$ cat src/rtl/udac_pkg.sv
// Package for the unsigned binary to decimal ASCII converter.
// Holds the sizing constants, the payload structs, the state type and the cell control group.
// No dependencies.
`timescale 1ns / 1ps
`default_nettype none

package udac_pkg;

  // Number of value bits that take part in the conversion.
  localparam int unsigned VALUE_WIDTH = 64;
  // Decimal digits needed for the largest value: floor(W * log10(2)) + 1.
  localparam int unsigned NUM_DIGITS  = (VALUE_WIDTH * 30103) / 100000 + 1;
  localparam int unsigned DIGIT_IDX_W = $clog2(NUM_DIGITS + 1);
  localparam int unsigned BIT_CNT_W   = $clog2(VALUE_WIDTH + 1);

  localparam logic [5:0] CHAR_ZERO = 6'd48;
  localparam logic [5:0] CHAR_NUL  = 6'd0;

  typedef struct packed {
    logic [63:0] value;
    logic [7:0]  capacity;
  } in_item_t;

  typedef struct packed {
    logic [5:0] char_out;
    logic       is_last;
  } out_item_t;

  typedef enum logic [1:0] {
    ST_IDLE,
    ST_CONV,
    ST_SIZE,
    ST_EMIT
  } state_e;

  // Control shared by every BCD cell of the chain.
  typedef struct packed {
    logic clear;
    logic shift;
  } cell_ctrl_t;

endpackage

`default_nettype wire

$ cat src/rtl/udac_cell.sv
// One BCD digit cell of the shift-and-add-3 chain.
// Depends on udac_pkg for the cell control struct.
`timescale 1ns / 1ps
`default_nettype none

module udac_cell (
  input  logic                  clk_i,
  input  logic                  rst_ni,
  input  udac_pkg::cell_ctrl_t  ctrl_i,
  input  logic                  bit_i,
  output logic                  bit_o,
  output logic [3:0]            digit_o
);
  import udac_pkg::*;

  logic [3:0] digit_q;
  logic [3:0] digit_d;
  logic [3:0] adjusted;

  // A digit of five or more overflows past nine when doubled, so it is
  // corrected by three before the shift and its top bit moves on.
  assign adjusted = (digit_q >= 4'd5) ? (digit_q + 4'd3) : digit_q;
  assign bit_o    = adjusted[3];
  assign digit_o  = digit_q;

  always_comb begin
    digit_d = digit_q;
    if (ctrl_i.clear) begin
      digit_d = 4'd0;
    end else if (ctrl_i.shift) begin
      digit_d = {adjusted[2:0], bit_i};
    end
  end

  always_ff @(posedge clk_i or negedge rst_ni) begin
    if (!rst_ni) begin
      digit_q <= 4'd0;
    end else begin
      digit_q <= digit_d;
    end
  end

endmodule

`default_nettype wire

$ cat src/rtl/unsigned_to_decimal_ascii_core.sv
// Unsigned binary to decimal ASCII converter, top level; depends on udac_pkg and udac_cell.
// An accepted item is shifted into the BCD chain bit by bit (ST_CONV), sized (ST_SIZE) and
// emitted from the output register (ST_EMIT), one byte per cycle while the output is not stalled.
// A new item is taken only once the previous one has issued its closing NUL byte; a
// zero-capacity item is accepted and dropped with no output.
// Reset is asynchronous and active low; it clears the control state and the output valid.
`timescale 1ns / 1ps
`default_nettype none

module unsigned_to_decimal_ascii_core (
  input  logic                 clk_i,
  input  logic                 rst_ni,
  input  logic                 in_valid_i,
  output logic                 in_ready_o,
  input  udac_pkg::in_item_t   in_data_i,
  output logic                 out_valid_o,
  input  logic                 out_ready_i,
  output udac_pkg::out_item_t  out_data_o
);
  import udac_pkg::*;

  state_e state_q, state_d;

  logic [VALUE_WIDTH-1:0] value_q, value_d;
  logic [7:0]             cap_q, cap_d;
  logic [BIT_CNT_W-1:0]   bits_q, bits_d;
  logic [DIGIT_IDX_W-1:0] idx_q, idx_d;
  logic                   out_valid_q, out_valid_d;
  out_item_t              out_q, out_d;

  cell_ctrl_t             cell_ctrl;
  logic [NUM_DIGITS-1:0]  carry;
  logic [3:0]             digits [NUM_DIGITS];

  logic                   in_xfer;
  logic                   slot_free;
  logic [DIGIT_IDX_W-1:0] ndig;
  logic [7:0]             cap_m1;
  logic [DIGIT_IDX_W-1:0] keep;
  logic [3:0]             sel_digit;

  assign in_ready_o  = (state_q == ST_IDLE);
  assign in_xfer     = in_valid_i && in_ready_o;
  assign slot_free   = !out_valid_q || out_ready_i;
  assign out_valid_o = out_valid_q;
  assign out_data_o  = out_q;

  // Chain of BCD cells; the value enters bit by bit, most significant first.
  for (genvar k = 0; k < NUM_DIGITS; k++) begin : g_cell
    logic cell_in;
    if (k == 0) begin : g_first
      assign cell_in = value_q[VALUE_WIDTH-1];
    end else begin : g_next
      assign cell_in = carry[k-1];
    end
    udac_cell u_cell (
      .clk_i   (clk_i),
      .rst_ni  (rst_ni),
      .ctrl_i  (cell_ctrl),
      .bit_i   (cell_in),
      .bit_o   (carry[k]),
      .digit_o (digits[k])
    );
  end

  // Number of significant digits; zero still has one.
  always_comb begin
    ndig = DIGIT_IDX_W'(1);
    for (int i = 0; i < NUM_DIGITS; i++) begin
      if (digits[i] != 4'd0) begin
        ndig = DIGIT_IDX_W'(i + 1);
      end
    end
  end

  assign cap_m1    = cap_q - 8'd1;
  assign keep      = ({{(8-DIGIT_IDX_W){1'b0}}, ndig} < cap_m1) ? ndig
                                                               : DIGIT_IDX_W'(cap_m1);
  assign sel_digit = (idx_q != '0) ? digits[idx_q - DIGIT_IDX_W'(1)] : 4'd0;

  // Next state.
  always_comb begin
    state_d = state_q;
    case (state_q)
      ST_IDLE: begin
        if (in_xfer && (in_data_i.capacity != 8'd0)) begin
          state_d = ST_CONV;
        end
      end
      ST_CONV: begin
        if (bits_q == BIT_CNT_W'(1)) begin
          state_d = ST_SIZE;
        end
      end
      ST_SIZE: begin
        state_d = ST_EMIT;
      end
      ST_EMIT: begin
        if (slot_free && (idx_q == '0)) begin
          state_d = ST_IDLE;
        end
      end
      default: begin
        state_d = ST_IDLE;
      end
    endcase
  end

  // Datapath and outputs.
  always_comb begin
    value_d     = value_q;
    cap_d       = cap_q;
    bits_d      = bits_q;
    idx_d       = idx_q;
    out_d       = out_q;
    out_valid_d = out_valid_q && !out_ready_i;
    cell_ctrl   = '0;
    case (state_q)
      ST_IDLE: begin
        if (in_xfer) begin
          value_d         = in_data_i.value[VALUE_WIDTH-1:0];
          cap_d           = in_data_i.capacity;
          bits_d          = BIT_CNT_W'(VALUE_WIDTH);
          cell_ctrl.clear = 1'b1;
        end
      end
      ST_CONV: begin
        cell_ctrl.shift = 1'b1;
        value_d         = {value_q[VALUE_WIDTH-2:0], 1'b0};
        bits_d          = bits_q - BIT_CNT_W'(1);
      end
      ST_SIZE: begin
        idx_d = keep;
      end
      ST_EMIT: begin
        if (slot_free) begin
          out_valid_d = 1'b1;
          if (idx_q != '0) begin
            out_d.char_out = CHAR_ZERO + {2'b00, sel_digit};
            out_d.is_last  = 1'b0;
            idx_d          = idx_q - DIGIT_IDX_W'(1);
          end else begin
            out_d.char_out = CHAR_NUL;
            out_d.is_last  = 1'b1;
          end
        end
      end
      default: begin
        cell_ctrl = '0;
      end
    endcase
  end

  always_ff @(posedge clk_i or negedge rst_ni) begin
    if (!rst_ni) begin
      state_q     <= ST_IDLE;
      bits_q      <= '0;
      idx_q       <= '0;
      out_valid_q <= 1'b0;
    end else begin
      state_q     <= state_d;
      bits_q      <= bits_d;
      idx_q       <= idx_d;
      out_valid_q <= out_valid_d;
    end
  end

  always_ff @(posedge clk_i) begin
    value_q <= value_d;
    cap_q   <= cap_d;
    out_q   <= out_d;
  end

endmodule

`default_nettype wire
$ cat config.mk
export PLATFORM = sky130hd
export DESIGN_NAME = unsigned_to_decimal_ascii_core
export DESIGN_NICKNAME = d
export VERILOG_FILES = /design/src/rtl/udac_pkg.sv /design/src/rtl/udac_cell.sv /design/src/rtl/unsigned_to_decimal_ascii_core.sv
export SDC_FILE = /design/constraint.sdc
export NUM_CORES = 1
export LEC_CHECK = 0
export ABC_AREA = 1
export BUFFER_PORTS_ARGS = -buffer_cell sky130_fd_sc_hd__buf_4
export CORE_MARGIN = 3
export CORE_UTILIZATION = 61
export CTS_CLUSTER_SIZE = 14
export DETAILED_ROUTE_END_ITERATION = 12
export PLACE_DENSITY = 0.81
export SKIP_LAST_GASP = 1
export SLEW_MARGIN = 10
export SYNTH_ARGS = -nofsm -noshare
export SYNTH_HDL_FRONTEND = slang
export SYNTH_SLANG_ARGS = --single-unit
$ cat constraint.sdc
create_clock -name clk_i -period 5.5 [get_ports clk_i]
set_input_delay 0 -clock clk_i [delete_from_list [all_inputs] [get_ports clk_i]]
set_output_delay 0 -clock clk_i [all_outputs]
set_load 0.05 [all_outputs]
### Yosys cells after proc, flatten, opt, wreduce, memory -nomap -nowiden

Index checks and enable logic that the tools add are counted.

* register bits: 174
* input port bits: 76
* output and inout bits: 9
* logic and storage cells: 224

* add/sub/neg operators: 24
* magnitude comparators: 22
* equal/unequal tests: 10
* muxes and demuxes: 101
* bitwise gates (word level): 1
* reduce and logical (&&, ||, !) cells: 38

Operators by type and width (count)
* 4-bit two-way mux: 62
* 64-bit case mux with 2 select lines: 1
* 5-bit two-way mux: 20
* 4-bit by 3-bit >= comparator with 1-bit output, second input constant: 20
* 4-bit by 2-bit adder with 4-bit output, second input constant: 19
* 4-bit nonzero test: 19
* 64-bit two-way mux: 1
* 4-bit binary-select mux with 5-bit select: 1
* 7-bit case mux with 2 select lines: 1
* 2-bit two-way mux: 5
* 5-bit case mux with 2 select lines: 1
* 5-bit by 8-bit < comparator with 1-bit output: 1
* 2-bit inequality test, second input constant: 4
* 2-bit case mux with 4 select lines: 1
* 8-bit nonzero test: 1
* 8-bit by 1-bit subtractor with 8-bit output, second input constant: 1
* 7-bit by 1-bit == test with 1-bit output, second input constant: 1
* 7-bit two-way mux: 1
* 7-bit by 1-bit subtractor with 7-bit output, second input constant: 1
* 5-bit by 5-bit adder with 6-bit output, first input constant: 1
* 6-bit >= comparator, second input constant: 1
* 1-bit two-way mux: 6
* 5-bit NOT with 6-bit output: 1
* 2-bit AND reduction: 3
* other kinds (14): 23

### Logic depth before layout (Yosys ltp)

* word-level depth: 23
* depth in mapped cells: 33
* depth with buffers taken out: 33

### Modules after synthesis

From an unflattened synthesis, not the netlist that was laid out.

* cells, all modules: 1452
* area, all modules: 10898.0 um^2

Modules (own cells, without submodules)
* unsigned_to_decimal_ascii_core: instances 1, cells each 672, area each 5542.8 um^2, sequential area each 2717.6 um^2
* udac_cell: instances 20, cells each 39, area each 267.8 um^2, sequential area each 100.1 um^2

### Least setup slack after synthesis

Ideal clock, no wire load.

* kind: register to register
* start: reg state_q[0]
* end: reg bits_q[5]
* setup time: 0.126 ns
* arrival: 5.249 ns
* data required time: 5.374 ns
* setup slack: 0.125 ns
* cell stages (with the launch flop): 12
* buffers on the path: 0
* period minus slack after synthesis: 5.375 ns
* cell sequence: dfrtp_1 inv_1 ha_1 nand2_1 inv_2 nor2_1 nor2_1 nand3_1 or2_1 or2_1 xor2_1 nor2_1

* word-level cells in the longest chain between the ends: 4
* elaborated cells on any way between the ends: 7
* those cells by class: eq/ne (2); mux (1); reduce/logical (4)

Ends and longest elaborated chain
* start: declaration: line unsigned_to_decimal_ascii_core.sv:22 `state_e state_q, state_d;`
* start signal: assignment: line unsigned_to_decimal_ascii_core.sv:161 `state_q <= state_d;`
* 2-bit logical NOT *: line unsigned_to_decimal_ascii_core.sv:42 `assign in_ready_o = (state_q == ST_IDLE);`
* named net in_ready_o: line unsigned_to_decimal_ascii_core.sv:14 `output logic in_ready_o,`
* 1-bit logical AND: line unsigned_to_decimal_ascii_core.sv:43 `assign in_xfer = in_valid_i && in_ready_o;`
* 2-bit by 1-bit inequality test with 1-bit output (no line)
* 2-bit AND reduction (no line)
* end signal: assignment: line unsigned_to_decimal_ascii_core.sv:162 `bits_q <= bits_d;`
* end: declaration: line unsigned_to_decimal_ascii_core.sv:26 `logic [BIT_CNT_W-1:0] bits_q, bits_d;`

The timed path passes the listed nets; every way through them passes the cells marked *.
A chain may end at the register's enable or synchronous reset.

### Worst setup path after layout

* start: reg idx_q[0]
* end: reg out_q (netlist bit out_data_o[4]), data pin

* word-level cells in the longest chain between the ends: 7
* elaborated cells on any way between the ends: 8
* those cells by class: add/sub (2); mux (4); bitwise (1); reduce/logical (1)

Ends and longest elaborated chain
* start: declaration: line unsigned_to_decimal_ascii_core.sv:27 `logic [DIGIT_IDX_W-1:0] idx_q, idx_d;`
* start signal: assignment: line unsigned_to_decimal_ascii_core.sv:163 `idx_q <= idx_d;`
* 5-bit by 1-bit subtractor with 5-bit output: line unsigned_to_decimal_ascii_core.sv:79 `assign sel_digit = (idx_q != '0) ? digits[idx_q - DIGIT_IDX_W'(1)] : 4'd0;`
* 5-bit NOT with 6-bit output (not written as such): line unsigned_to_decimal_ascii_core.sv:79
* 4-bit binary-select mux with 5-bit select: line unsigned_to_decimal_ascii_core.sv:79
* 4-bit two-way mux (not written as such) (2 in a row): line unsigned_to_decimal_ascii_core.sv:79
* 4-bit two-way mux: line unsigned_to_decimal_ascii_core.sv:79
* 5-bit by 5-bit adder with 6-bit output: line unsigned_to_decimal_ascii_core.sv:139 `out_d.char_out = CHAR_ZERO + {2'b00, sel_digit};`
* end signal: assignment: line unsigned_to_decimal_ascii_core.sv:171 `out_q <= out_d;`
* end: declaration: line unsigned_to_decimal_ascii_core.sv:29 `out_item_t out_q, out_d;`

Several ways; a longest one is shown, not always the timed one. The select of a mux whose other input is x is not followed.

==> summary.md <==
The congestion estimate from routability-driven global placement came to 0.898. The die covers 0.0181 mm². The routed design could run at a clock period as short as 3.99 ns. The clock-pin slew of the registers on the worst-case setup and hold paths came out at 0.07 ns. The number of input and output port buffers inserted is 84. Worst relative slew slack: 26.8%. The number of iterations in the first detailed-routing pass is 6, and the share of final-layout standard cells stronger than drive strength 1 is 12.0%. Setup violations remaining at the end of the flow were counted as 0. In this run the power density over the cells is 592 mW/mm².

For the core box area, the log shows 0.0161 mm². The biggest area contributor in the post-synthesis netlist is dfrtp_1. After filler insertion, the fill cell instance count of the layout stands at 1072. Overall via count from detail_route: 9296. The final setup skew was 0.0108 ns. Summed over all failing endpoints, the final setup total negative slack is 0 ns. For this run, asynchronously set or reset flops after synthesis account for 54.9%. Leaving out fill and tap cells, the most frequent cell in the layout is nand2_1. The tools report the hold violation total from the final report as 0. The tools report the count of cells resized by post-cts repair as 0.

The number of nets still failing antenna checks after routing was 0. The type of the worst setup path was flip-flop to flip-flop. The total half-perimeter wirelength after legalization and detailed placement came out at 16.2 mm. The floorplan step set the die width to 135 µm. The instance count of the mapped netlist was 1243; the die span in y was 135 µm. The signal on the critical path passes through inv_2, ha_1, inv_1, a21oi_1, o21ai_0, nand2_1, nand3_1, a21oi_1, o21ai_1, inv_1. In this run the static leakage power is 5.75 nW. In the routed design, unresolved DRC markers number 0.

Primary flip-flop cell chosen by synthesis mapping: dfrtp_1. The slew at the pin closest to its max-slew limit was 1.10 ns. In this run, synthesis inferred 78 flip-flops with an integrated enable.

In this design, the largest share of critical-path delay is due to buffers and inverters. The average wire per standard cell works out to 16.4 µm. For the total grt overflow, the log shows 0. Register bit total from synthesis: 173. The flow ran to the end, and the final reports show no timing, DRC or antenna violations. Data on the critical path is required at its endpoint by 5.81 ns.

The tools report the type of origin of the critical path as a flip-flop. Ranked by total cell area, the synthesized netlist is headed by dfrtp_1 24%, edfxtp_1 23%, nand2_1 12%. Worst vdd rail ir drop: 361 µV.

The kind of path behind the tightest hold check is input pin to asynchronous set/reset pin. The pin count of the biggest net entering global routing was 77; the violation count after the first detailed-routing iteration was 1045. TritonCTS built the clock tree. The top-level port count was 85; the number of clock sinks was 173. For the number of placement rows, the log shows 46. Post-detailed-routing wire length: 26.4 mm. The netlist uses 41 different library cells. The relative area change from synthesis to final layout works out to 21.0%. After detailed routing, the number of vias per cell comes to 5.77. The largest fanout on the critical path came out at 44. The sort of element at the end of the critical path is a flip-flop.

Overall power consumption after layout is estimated at 7.23 mW. CTS placed an instance of clkbuf_16 at the clock tree root. The library cells used most frequently in the layout, excluding fill and tap cells, are 334 x nand2_1, 150 x o21ai_0, 143 x inv_1, 95 x dfrtp_1, 91 x buf_4.

For this run, the number of Yosys warnings is 0. Derived from the worst setup path, the maximum achievable clock frequency is 250 MHz. Cell type of the slowest stage on the worst timing path: dfrtp_1. Setup repair after global routing left no endpoint under its margin. The source-to-sink clock delay at the later pin of the worst-skew pair is 0.43 ns. The initial antenna violation count is 1, and the via count of the first global-routing pass is 8922.

The sum of buffers and inverters on the critical path was 3. In the global route stage, overall resource usage came out at 29.8%. The largest stage delay on the critical path came out at 1.07 ns. For this configuration, the core starts out at a cell density of 62.9%. In this run the number of H-tree levels came out at 4.

Each instance of the synthesized netlist takes up on average 8.12 µm². Sequential cells were found to cover 46.7% of the synthesized design area. The area share of the largest cell type after synthesis was 23.5%; the number of buffers created by CTS was 17. For the worst setup path, the data arrival time is 4.30 ns.

Max-slew violation total from the final report: 0. Max-cap violations in this run came to 0. The final layout net count is 1513. The first global-routing pass estimated 43.2 mm of wire. Final worst-path cycle share: 72.6%. The maximum number of buffers from clock root to sink is 2, and the synthesized netlist net count is 1374. The cell area after synthesis came out at 0.0101 mm².
[flip-flops by register name, summed over array words and instances, names as in the netlist]
register	flops
bits_q	7
out_data_o	6
state_q	2
g_cell.u_cell.digit_o	80
value_q	64
idx_q	5
cap_q	8
out_valid_o	1
[timing repair]
action	in CTS	in global routing
buffers inserted	0	0
hold endpoints to repair	120	0
hold buffers	75	0
endpoints found under the setup margin	0	0
[kinds of logic (layout without fill, tap and decap cells)]
group,Yosys count,after routing,synth area share (%)
compound gates,310,310,16.9
xor+xnor,17,17,1.47
fa+ha+maj,55,55,6.81
buf+inv,200,352,7.48
flops,173,173,46.7
other cells,0,1,0
simple gates,488,488,20.6
[power breakdown]
| part | total [mW] | internal (mW) | leakage (nW) | switching [mW] |
|---|---|---|---|---|
| clock | 1.19 | 0.608 | 0.274 | 0.578 |
| combinational | 3.73 | 1.27 | 3.47 | 2.46 |
| sequential | 2.31 | 1.93 | 2.01 | 0.383 |
| total | 7.23 | 3.81 | 5.75 | 3.42 |
[metrics by stage]
stage	cells	hold WS, ns	util [%]	setup WS [ns]	area (µm²)
floorplan	1243	-0.296	-	0.125	10100
global placement	1504	0.0483	67.8	1.84	10900
detailed placement	1504	0.0550	67.8	1.71	10900
CTS	1611	0.125	76.1	1.63	12200
global route	1612	0.158	76.1	1.13	12200
finish	1612	0.123	76.1	1.51	12200
[layer usage]
metal / track usage (%) / up-vias / part of all wire [%]
met5: 0 / - / 0
met4: 11.0 / 0 / 2.7
met3: 6.15 / 69 / 8.2
met2: 48.2 / 469 / 48
met1: 40.0 / 4334 / 41
li1: - / 4424 / -
[final cells by class]
type | count | area [µm²] | share of cell area (%)
repair buffers | 166 | 1430 | 11.7
diodes | 1 | 2.50 | 0.0205
well taps | 216 | 270 | 2.21
multi-input cells | 870 | 4640 | 38.0
flip-flops and latches | 173 | 4720 | 38.6
clock buffers | 18 | 429 | 3.51
inverters | 154 | 578 | 4.73
clock inverters | 14 | 149 | 1.22
[cell usage after synthesis, types with 14 or more instances]
library cell / number
a21oi_1: 85
clkbuf_1: 41
dfrtp_1: 95
edfxtp_1: 78
ha_1: 55
inv_1: 144
nand2_1: 334
nand3_1: 44
nor2_1: 62
o211ai_1: 14
o21ai_0: 150
o22ai_1: 31
or2_2: 14
xor2_1: 14
[worst reg2reg max path: stages, from the launching register on]
cell	delay, ns
dfrtp_1	1.07
inv_2	0.55
ha_1	0.91
inv_1	0.49
a21oi_1	0.23
o21ai_0	0.13
nand2_1	0.10
nand3_1	0.07
a21oi_1	0.15
o21ai_1	0.08
inv_1	0.08
[worst paths after layout]
path | depth (start not counted) | start | to | slack (ns)
setup / recovery | 10 | idx_q[0] | out_data_o[4] | 1.51
hold / removal | 2 | rst_ni | g_cell[2].u_cell.digit_o[1] | 0.12
setup reg to reg | 10 | idx_q[0] | out_data_o[4] | 1.51
hold reg to reg | 2 | value_q[63] | g_cell[0].u_cell.digit_o[0] | 0.47
max in group asynchronous | 3 | rst_ni | g_cell[14].u_cell.digit_o[3] | 4.27
min in group clk_i | 2 | in_data_i[7] | cap_q[7] | 0.30
Note: power is estimated with default switching activity, not from simulation.
